===== src/rtl/core/assert_macros.svh =====
// assertion helpers used by the rtl
`ifndef ASSERT_MACROS_SVH
`define ASSERT_MACROS_SVH

// same-cycle implication
`define RC_ASSERT_IMP(lbl, clk, rst, ante, cons, msg) \
   lbl: assert property (@(posedge clk) disable iff (rst) (ante) |-> (cons)) else $error(msg);

// next-cycle implication
`define RC_ASSERT_NXT(lbl, clk, rst, ante, cons, msg) \
   lbl: assert property (@(posedge clk) disable iff (rst) (ante) |=> (cons)) else $error(msg);

`endif


===== src/rtl/core/rc_pkg.sv =====
package rc_pkg;

   localparam int ValueWidth = 63;
   localparam int BaseWidth  = 7;
   localparam int MaxDigits  = 64;
   localparam int StoreDepth = 64;
   localparam int AddrWidth  = $clog2(StoreDepth);
   localparam int CountWidth = $clog2(MaxDigits + 1);
   localparam int DivBits    = 3;
   localparam int DivSteps   = ValueWidth / DivBits;
   localparam int StepWidth  = $clog2(DivSteps);

   localparam logic [BaseWidth-1:0] MinBase        = 7'd2;
   localparam logic [BaseWidth-1:0] InputBaseReset  = 7'd10;
   localparam logic [BaseWidth-1:0] OutputBaseReset = 7'd2;

   // register indexes
   localparam logic RegInputBase  = 1'b0;
   localparam logic RegOutputBase = 1'b1;

   typedef struct packed {
      logic acc_step;
      logic acc_clear;
      logic div_load;
      logic div_step;
      logic store_wr;
      logic rd_issue;
      logic out_err;
      logic out_digit;
   } rc_cmd_type;

   typedef struct packed {
      logic fin_err;
      logic q_zero;
      logic cnt_last;
      logic rd_last;
   } rc_status_type;

endpackage


===== src/rtl/core/rc_channels.sv =====
interface rc_req_if;
   logic              valid;
   logic              ready;
   logic signed [7:0] digit_in;
   logic              final_digit;

   modport source (output valid, output digit_in, output final_digit, input ready);
   modport sink (input valid, input digit_in, input final_digit, output ready);
endinterface

interface rc_rsp_if;
   logic       valid;
   logic       ready;
   logic [6:0] digit_out;
   logic       end_of_run;
   logic       failed;
   logic [6:0] length_out;

   modport source (output valid, output digit_out, output end_of_run, output failed,
                   output length_out, input ready);
   modport sink (input valid, input digit_out, input end_of_run, input failed,
                 input length_out, output ready);
endinterface


===== src/rtl/core/radix_converter.sv =====
// radix_converter: integer base conversion
// req_chan carries one input digit per word, most significant first, in the
// radix held in register 0; final_digit marks the last digit of a number.
// rsp_chan returns the digits of the value in the radix of register 1, most
// significant first, length_out on every word and end_of_run on the last.
// A bad base, a digit out of range or a value above 2^63-1 gives a single
// word with failed set instead. csr_we/csr_index/csr_wdata write a register;
// write only while the block is idle. Each non-final digit is one 63x7
// multiply-add. The final digit starts a divider that yields three quotient
// bits per cycle; each output digit is divided out in DIV and written to the
// digit store in STORE. Once the quotient is zero, the digits are read back
// in READ and sent in EMIT, most significant first.
// A failed number returns its word the cycle after the final digit.
// The output word sits in a register: a stalled receiver holds it there and
// the block takes no new digit and emits nothing more until that word is
// taken. Reset (synchronous) clears the accumulator and flags, sets the
// bases to 10 and 2 and drops rsp_chan.valid; no clearing pass.
`include "assert_macros.svh"

module radix_converter (
   input  logic                            clock,
   input  logic                            reset,
   input  logic                            csr_we,
   input  logic                            csr_index,
   input  logic [rc_pkg::BaseWidth-1:0]    csr_wdata,
   rc_req_if.sink                          req_chan,
   rc_rsp_if.source                        rsp_chan
);

   rc_pkg::rc_cmd_type    cmd;
   rc_pkg::rc_status_type status;

   rc_ctrl u_ctrl (
      .clock       (clock),
      .reset       (reset),
      .req_valid   (req_chan.valid),
      .final_digit (req_chan.final_digit),
      .req_ready   (req_chan.ready),
      .rsp_valid   (rsp_chan.valid),
      .rsp_ready   (rsp_chan.ready),
      .status      (status),
      .cmd         (cmd)
   );

   rc_dpath u_dpath (
      .clock      (clock),
      .reset      (reset),
      .csr_we     (csr_we),
      .csr_index  (csr_index),
      .csr_wdata  (csr_wdata),
      .digit_in   (req_chan.digit_in),
      .cmd        (cmd),
      .status     (status),
      .digit_out  (rsp_chan.digit_out),
      .end_of_run (rsp_chan.end_of_run),
      .failed     (rsp_chan.failed),
      .length_out (rsp_chan.length_out)
   );

   `RC_ASSERT_IMP(a_fail_word, clock, reset, rsp_chan.valid && rsp_chan.failed,
      rsp_chan.digit_out == '0 && rsp_chan.length_out == '0 && rsp_chan.end_of_run,
      "error word malformed")
   `RC_ASSERT_IMP(a_digit_len, clock, reset, rsp_chan.valid && !rsp_chan.failed,
      rsp_chan.length_out != '0, "digit word with zero length")
   `RC_ASSERT_NXT(a_busy_conv, clock, reset,
      req_chan.valid && req_chan.ready && req_chan.final_digit && !status.fin_err,
      !req_chan.ready, "input taken during conversion")
   `RC_ASSERT_NXT(a_last_flag, clock, reset, cmd.out_digit && status.rd_last,
      rsp_chan.valid && rsp_chan.end_of_run, "last digit without end_of_run")

endmodule


===== src/rtl/core/rc_dpath.sv =====
module rc_dpath (
   input  logic                             clock,
   input  logic                             reset,
   input  logic                             csr_we,
   input  logic                             csr_index,
   input  logic [rc_pkg::BaseWidth-1:0]     csr_wdata,
   input  logic signed [7:0]                digit_in,
   input  rc_pkg::rc_cmd_type               cmd,
   output rc_pkg::rc_status_type            status,
   output logic [rc_pkg::BaseWidth-1:0]     digit_out,
   output logic                             end_of_run,
   output logic                             failed,
   output logic [rc_pkg::CountWidth-1:0]    length_out
);

   localparam int VW = rc_pkg::ValueWidth;
   localparam int BW = rc_pkg::BaseWidth;
   localparam int PW = rc_pkg::ValueWidth + rc_pkg::BaseWidth;

   logic [BW-1:0]                    in_base_ff, out_base_ff;
   logic [VW-1:0]                    acc_ff;
   logic                             bad_ff, ovf_ff;
   logic [VW-1:0]                    quo_ff;
   logic [BW-1:0]                    rem_ff;
   logic [rc_pkg::CountWidth-1:0]    cnt_ff;
   logic [rc_pkg::AddrWidth-1:0]     rd_ff;
   logic [BW-1:0]                    rd_data_ff;
   logic [BW-1:0]                    mem [rc_pkg::StoreDepth];
   logic [BW-1:0]                    digit_ff;
   logic                             end_ff, fail_ff;
   logic [rc_pkg::CountWidth-1:0]    len_ff;

   logic [7:0]    d_u;
   logic          bad_digit, can_acc, ovf_digit, bad_in, ovf_in;
   logic [PW-1:0] sum_w;
   logic [VW-1:0] acc_in;
   logic [VW-1:0] quo_in;
   logic [BW-1:0] rem_in;

   assign d_u       = $unsigned(digit_in);
   assign bad_digit = digit_in[7] || (d_u >= {1'b0, in_base_ff});
   assign can_acc   = (in_base_ff >= rc_pkg::MinBase) && !bad_ff && !ovf_ff && !bad_digit;
   assign sum_w     = PW'(acc_ff) * PW'(in_base_ff) + PW'(d_u);
   // anything above bit 62 means the value passed 2^63-1
   assign ovf_digit = |sum_w[PW-1:VW];
   assign bad_in    = bad_ff | bad_digit;
   assign ovf_in    = ovf_ff | (can_acc & ovf_digit);
   assign acc_in    = (can_acc && !ovf_digit) ? sum_w[VW-1:0] : acc_ff;

   assign status.fin_err  = (in_base_ff < rc_pkg::MinBase) || (out_base_ff < rc_pkg::MinBase)
                            || bad_in || ovf_in;
   assign status.q_zero   = (quo_ff == '0);
   assign status.cnt_last = (cnt_ff == rc_pkg::CountWidth'(rc_pkg::MaxDigits - 1));
   assign status.rd_last  = (rd_ff == '0);

   // restoring division, DivBits quotient bits per cycle
   always_comb begin
      logic [BW:0]   t;
      logic [VW-1:0] q;
      logic [BW-1:0] r;
      q = quo_ff;
      r = rem_ff;
      for (int i = 0; i < rc_pkg::DivBits; i++) begin
         t = {r, q[VW-1]};
         q = {q[VW-2:0], 1'b0};
         if (t >= {1'b0, out_base_ff}) begin
            t    = t - {1'b0, out_base_ff};
            q[0] = 1'b1;
         end
         r = t[BW-1:0];
      end
      quo_in = q;
      rem_in = r;
   end

   always_ff @(posedge clock) begin
      if (reset) begin
         in_base_ff  <= rc_pkg::InputBaseReset;
         out_base_ff <= rc_pkg::OutputBaseReset;
      end else if (csr_we) begin
         case (csr_index)
            rc_pkg::RegInputBase:  in_base_ff  <= csr_wdata;
            rc_pkg::RegOutputBase: out_base_ff <= csr_wdata;
            default: ;
         endcase
      end
   end

   always_ff @(posedge clock) begin
      if (reset) begin
         acc_ff <= '0;
         bad_ff <= 1'b0;
         ovf_ff <= 1'b0;
      end else if (cmd.acc_step) begin
         if (cmd.acc_clear) begin
            acc_ff <= '0;
            bad_ff <= 1'b0;
            ovf_ff <= 1'b0;
         end else begin
            acc_ff <= acc_in;
            bad_ff <= bad_in;
            ovf_ff <= ovf_in;
         end
      end
   end

   always_ff @(posedge clock) begin
      if (cmd.div_load) begin
         quo_ff <= acc_in;
         rem_ff <= '0;
         cnt_ff <= '0;
      end else if (cmd.div_step) begin
         quo_ff <= quo_in;
         rem_ff <= rem_in;
      end else if (cmd.store_wr) begin
         rem_ff <= '0;
         cnt_ff <= cnt_ff + 1'b1;
         rd_ff  <= cnt_ff[rc_pkg::AddrWidth-1:0];
      end else if (cmd.out_digit) begin
         rd_ff  <= rd_ff - 1'b1;
      end
   end

   // digit store, filled least significant first
   always_ff @(posedge clock) begin
      if (cmd.store_wr) begin
         mem[cnt_ff[rc_pkg::AddrWidth-1:0]] <= rem_ff;
      end
      if (cmd.rd_issue) begin
         rd_data_ff <= mem[rd_ff];
      end
   end

   always_ff @(posedge clock) begin
      if (cmd.out_err) begin
         digit_ff <= '0;
         end_ff   <= 1'b1;
         fail_ff  <= 1'b1;
         len_ff   <= '0;
      end else if (cmd.out_digit) begin
         digit_ff <= rd_data_ff;
         end_ff   <= status.rd_last;
         fail_ff  <= 1'b0;
         len_ff   <= cnt_ff;
      end
   end

   assign digit_out  = digit_ff;
   assign end_of_run = end_ff;
   assign failed     = fail_ff;
   assign length_out = len_ff;

endmodule


===== src/rtl/core/rc_ctrl.sv =====
module rc_ctrl (
   input  logic                  clock,
   input  logic                  reset,
   input  logic                  req_valid,
   input  logic                  final_digit,
   output logic                  req_ready,
   output logic                  rsp_valid,
   input  logic                  rsp_ready,
   input  rc_pkg::rc_status_type status,
   output rc_pkg::rc_cmd_type    cmd
);

   typedef enum logic [2:0] {
      IDLE,
      DIV,
      STORE,
      READ,
      EMIT
   } state_type;

   state_type                     state_ff, state_in;
   logic [rc_pkg::StepWidth-1:0]  step_ff, step_in;
   logic                          out_valid_ff, out_valid_in;
   logic                          out_free, accept;

   // output register can take a new word this cycle
   assign out_free  = !out_valid_ff || rsp_ready;
   assign req_ready = (state_ff == IDLE) && out_free;
   assign accept    = req_valid && req_ready;
   assign rsp_valid = out_valid_ff;

   always_comb begin
      cmd          = '0;
      state_in     = state_ff;
      step_in      = step_ff;
      out_valid_in = out_valid_ff && !rsp_ready;
      case (state_ff)
         IDLE: begin
            if (accept) begin
               cmd.acc_step = 1'b1;
               if (final_digit) begin
                  cmd.acc_clear = 1'b1;
                  if (status.fin_err) begin
                     cmd.out_err  = 1'b1;
                     out_valid_in = 1'b1;
                  end else begin
                     cmd.div_load = 1'b1;
                     step_in      = '0;
                     state_in     = DIV;
                  end
               end
            end
         end
         DIV: begin
            cmd.div_step = 1'b1;
            step_in      = step_ff + 1'b1;
            if (step_ff == rc_pkg::StepWidth'(rc_pkg::DivSteps - 1)) begin
               state_in = STORE;
            end
         end
         STORE: begin
            cmd.store_wr = 1'b1;
            if (status.q_zero || status.cnt_last) begin
               state_in = READ;
            end else begin
               step_in  = '0;
               state_in = DIV;
            end
         end
         READ: begin
            cmd.rd_issue = 1'b1;
            state_in     = EMIT;
         end
         EMIT: begin
            if (out_free) begin
               cmd.out_digit = 1'b1;
               out_valid_in  = 1'b1;
               state_in      = status.rd_last ? IDLE : READ;
            end
         end
         default: state_in = IDLE;
      endcase
   end

   always_ff @(posedge clock) begin
      if (reset) begin
         state_ff     <= IDLE;
         step_ff      <= '0;
         out_valid_ff <= 1'b0;
      end else begin
         state_ff     <= state_in;
         step_ff      <= step_in;
         out_valid_ff <= out_valid_in;
      end
   end

endmodule


===== src/flat_wrapper.sv =====
// flat-port wrapper written by rule: the top's interface ports become plain ports
module radix_converter_flat 
  (clock, reset, csr_we, csr_index, csr_wdata, req_chan_valid, req_chan_digit_in, req_chan_final_digit, req_chan_ready, rsp_chan_valid, rsp_chan_digit_out, rsp_chan_end_of_run, rsp_chan_failed, rsp_chan_length_out, rsp_chan_ready);
  rc_req_if req_chan_i ();
  rc_rsp_if rsp_chan_i ();
  input  logic clock;
  input  logic reset;
  input  logic csr_we;
  input  logic csr_index;
  input  logic [rc_pkg::BaseWidth-1:0] csr_wdata;
  input wire logic [$bits(req_chan_i.valid)-1:0] req_chan_valid;
  input wire logic [$bits(req_chan_i.digit_in)-1:0] req_chan_digit_in;
  input wire logic [$bits(req_chan_i.final_digit)-1:0] req_chan_final_digit;
  output wire logic [$bits(req_chan_i.ready)-1:0] req_chan_ready;
  output wire logic [$bits(rsp_chan_i.valid)-1:0] rsp_chan_valid;
  output wire logic [$bits(rsp_chan_i.digit_out)-1:0] rsp_chan_digit_out;
  output wire logic [$bits(rsp_chan_i.end_of_run)-1:0] rsp_chan_end_of_run;
  output wire logic [$bits(rsp_chan_i.failed)-1:0] rsp_chan_failed;
  output wire logic [$bits(rsp_chan_i.length_out)-1:0] rsp_chan_length_out;
  input wire logic [$bits(rsp_chan_i.ready)-1:0] rsp_chan_ready;
  assign req_chan_i.valid = req_chan_valid;
  assign req_chan_i.digit_in = req_chan_digit_in;
  assign req_chan_i.final_digit = req_chan_final_digit;
  assign req_chan_ready = req_chan_i.ready;
  assign rsp_chan_valid = rsp_chan_i.valid;
  assign rsp_chan_digit_out = rsp_chan_i.digit_out;
  assign rsp_chan_end_of_run = rsp_chan_i.end_of_run;
  assign rsp_chan_failed = rsp_chan_i.failed;
  assign rsp_chan_length_out = rsp_chan_i.length_out;
  assign rsp_chan_i.ready = rsp_chan_ready;
  radix_converter u_core (.clock(clock), .reset(reset), .csr_we(csr_we), .csr_index(csr_index), .csr_wdata(csr_wdata), .req_chan(req_chan_i), .rsp_chan(rsp_chan_i));
endmodule

===== config.mk =====
export PLATFORM = sky130hd
export DESIGN_NAME = radix_converter_flat
export DESIGN_NICKNAME = d
export VERILOG_FILES = /design/src/rtl/core/rc_pkg.sv /design/src/rtl/core/rc_channels.sv /design/src/rtl/core/radix_converter.sv /design/src/rtl/core/rc_dpath.sv /design/src/rtl/core/rc_ctrl.sv /design/src/flat_wrapper.sv
export VERILOG_INCLUDE_DIRS = /design/src /design/src/rtl/core
export SDC_FILE = /design/constraint.sdc
export NUM_CORES = 2
export LEC_CHECK = 0
export BUFFER_PORTS_ARGS = -buffer_cell sky130_fd_sc_hd__buf_2
export CORE_MARGIN = 2
export CORE_UTILIZATION = 42
export DETAILED_ROUTE_END_ITERATION = 8
export GPL_TIMING_DRIVEN = 0
export HOLD_SLACK_MARGIN = 0.06
export SYNTH_ARGS = -nofsm -noshare
export SYNTH_HDL_FRONTEND = slang
export SYNTH_SLANG_ARGS = --single-unit

===== constraint.sdc =====
create_clock -name clock -period 7.4 [get_ports clock]
set_input_delay 1.48 -clock clock [delete_from_list [all_inputs] [get_ports clock]]
set_output_delay 1.48 -clock clock [all_outputs]
set_load 0.01 [all_outputs]

==> run metrics <==
status=finished with violations; failing checks=max-capacitance violations, max-slew violations; Synth Warn #=0; Synth Instances=about 3,500; Clock Skews=0.0694 ns; startpoint types=flip-flop; die area=102,000 sq um; CP dominant cell by count=fa_1; # H-tree levels=3; Final setup viols=0; Syn-to-layout area delta=12.0%; max_slew headroom=-0.00316; Seq/Total Area, Yosys=0.434; CP max stage delay=0.52 ns; Max Cap Viol=1; RSZ-0062 raised after global routing=true; Starting Density=0.424; most common cell after layout, fill and taps aside=edfxtp_1; CP max-delay cell=fa_1; post-synthesis mux area share=0.0852; min Tclk post-route=7.21 ns; Vias=27,900; Core Region=about 100,000 sq um; Max clock buf depth=3; GPL Wtd Cong=between 0.9 and 1; Root Buffer Master=clkbuf_16; Synth Area in Simple Gates=0.131; Final period util=0.974; Num CTS Buffers=72; first-pass GRT wire length=177,000 microns; clk slew on worst S/H paths=about 0.060 ns; CTS tree=built; total grt overflow=0; Detailed Place HPWL=84,900 microns; synthesized area=between 40,000 and 50,000 sq um; IO buf count=37; Setup CP Type=reg2reg; WL/cell=23.1 microns; number of unique standard cell types used by synthesis=80; Avg Inst Size Synth=11.9 sq um; Top FF cell, synth=edfxtp_1; CP Data Arrival Time=7.70 ns; DRT iter0 DRCs=about 2,300; # IOs=40; Slew @ Worst Pin=1.49 ns; fin area=between 40,000 and 50,000 sq um; largest net degree at the start of global routing=49; Clock Sinks=642; Critical Path RT=7.89 ns; crit path capture type=flip-flop; post-synthesis xor/xnor area fraction=0.0178; die width=319 microns; NumNets Final=a little over 4,000; DR DRC count=0; Fmax achieved=approximately 140 MHz; Clock Latency Late Sink=0.65 ns; PD cells=between 200 and 250 nW/um^2; initial antenna violation count=7; setup_tns=0 ns; First-pass DRT Iterations=8; critical path peak fanout=10; die height=between 300 and 400 microns; dpl cell area=43,700 sq um; routed wire length=approximately 120,000 microns; Worst Hold Class=reg2reg; Compound-Gate Fraction of Synth Area=0.0732; Final Hold Viols=0; adder-cell share of the synthesized area=0.204; Seq cells post-synth=642; fin util=0.475; share of layout cells above drive strength 1=0.126; VDD IR max=0.355 mV; syn nets=just over 4,000; Leakage Power=0.0183 uW; Via-to-Cell Ratio=roughly 5.6; main combinational cell family by area after synthesis=adder cells; pins over their slew limit=1; number of global-route vias before repair=28,500; final antenna-violating net count=0; Power Total=10,900 uW; GR Util All Layers=0.230; commonest non-fill, non-tap cells in the layout=edfxtp_1 (524), inv_1 (409), and2_1 (392); row count=115; Post-synth EDFFs=~520; Post-CTS Hold Buffers=0; ys async rst share=0
final cells by class:
class	instances	area [sq um]
Inverter	410	1540
Clock inverter	47	618
Antenna cell	6	15.0
Tap cell	1287	1610
Buffer	162	837
Clock buffer	87	1910
Sequential cell	642	18100
Timing Repair Buffer	62	468
Fill cell	8988	51700
Multi-Input combinational cell	2283	21600
final timing paths:
check	start	endpoint	slack (ns)	cells after the start
min reg2reg	u_core.u_dpath.length_out[4]	u_core.u_dpath.length_out[4]	0.45	2
max	u_core.u_dpath.in_base_ff[6]	u_core.u_dpath.acc_ff[17]	0.19	26
max reg2reg	u_core.u_dpath.in_base_ff[6]	u_core.u_dpath.acc_ff[17]	0.19	26
min	u_core.u_dpath.length_out[4]	u_core.u_dpath.length_out[4]	0.45	2
where the power goes:
part | internal [uW] | switching [uW] | leakage [uW] | total [uW]
logic | 1120 | 1490 | 0.0114 | 2610
clock network | 2200 | 1570 | 0.00121 | 3770
registers | 4300 | 202 | 0.00575 | 4500
synthesized netlist by cell type (50+ instances only):
library cell | count | share of area
a21oi_1 | 147 | 0.018
and2_1 | 392 | 0.059
clkbuf_1 | 136 | 0.012
dfxtp_1 | 118 | 0.057
edfxtp_1 | 524 | 0.38
fa_1 | 315 | 0.15
ha_1 | 178 | 0.053
inv_1 | 409 | 0.037
mux4_2 | 147 | 0.079
nand2_1 | 290 | 0.026
nor2_1 | 137 | 0.012
o21ai_0 | 131 | 0.016
xnor2_1 | 50 | 0.010
worst max-delay path: cells and delay by family, from the launching register on:
family / cells / cell delay [ns]
buffers and inverters: 9 / 1.60
adders and majority gates: 5 / 2.10
and+or+nand+nor: 5 / 1.35
AOI/OAI and AO/OA: 7 / 1.59
DFF: 1 / 0.40
stage by stage:
step | cells | hold WS (ns) | setup WS (ns)
after floorplan | 3512 | 0.436 | 0.324
after global placement | 4836 | 0.439 | -3.21
after detailed placement | 4844 | 0.446 | -2.72
after CTS | 4982 | 0.454 | 0.000522
after global routing | 4980 | 0.473 | -0.00651
final | 4986 | 0.451 | 0.193
flip-flops by register name, summed over array words and instances (netlist names):
name	flops
u_core.u_dpath.mem	448
u_core.u_dpath.acc_ff	63
u_core.u_dpath.cnt_ff	7
u_core.u_dpath.rem_ff	7
u_core.u_dpath.rd_ff	6
u_core.u_dpath.rd_data_ff	7
u_core.u_ctrl.step_ff	5
u_core.u_ctrl.rsp_valid	1
u_core.u_dpath.out_base_ff	7
u_core.u_dpath.failed	1
u_core.u_ctrl.state_ff	3
u_core.u_dpath.quo_ff	63
u_core.u_dpath.ovf_ff	1
u_core.u_dpath.length_out	7
u_core.u_dpath.digit_out	7
u_core.u_dpath.end_of_run	1
u_core.u_dpath.bad_ff	1
u_core.u_dpath.in_base_ff	7
routing by layer:
layer | vias up | wire length (microns) | track usage
li1 | 12500 | - | -
met1 | 14300 | 49500 | 0.320
met2 | 965 | 54600 | 0.375
met3 | 174 | 7710 | 0.0288
met4 | 2 | 3580 | 0.0713
met5 | - | 8 | 0
cell families after synthesis:
kind of cell             after synthesis
flip-flops                           642
multiplexers                         170
AND/OR/NAND/NOR                     1050
buffers and inverters                591
adder cells (fa/ha/maj)              493
XOR/XNOR                              84
AO/OA/AOI/OAI                        482
what timing repair did:
action | CTS | global route
cloned | 4 | 0
setup endpoints to repair | 228 | 219
gates resized for setup | 93 | 61
setup buffers | 4 | 12
pin swaps | 4 | 7
Power figures use the tool's default switching activity.
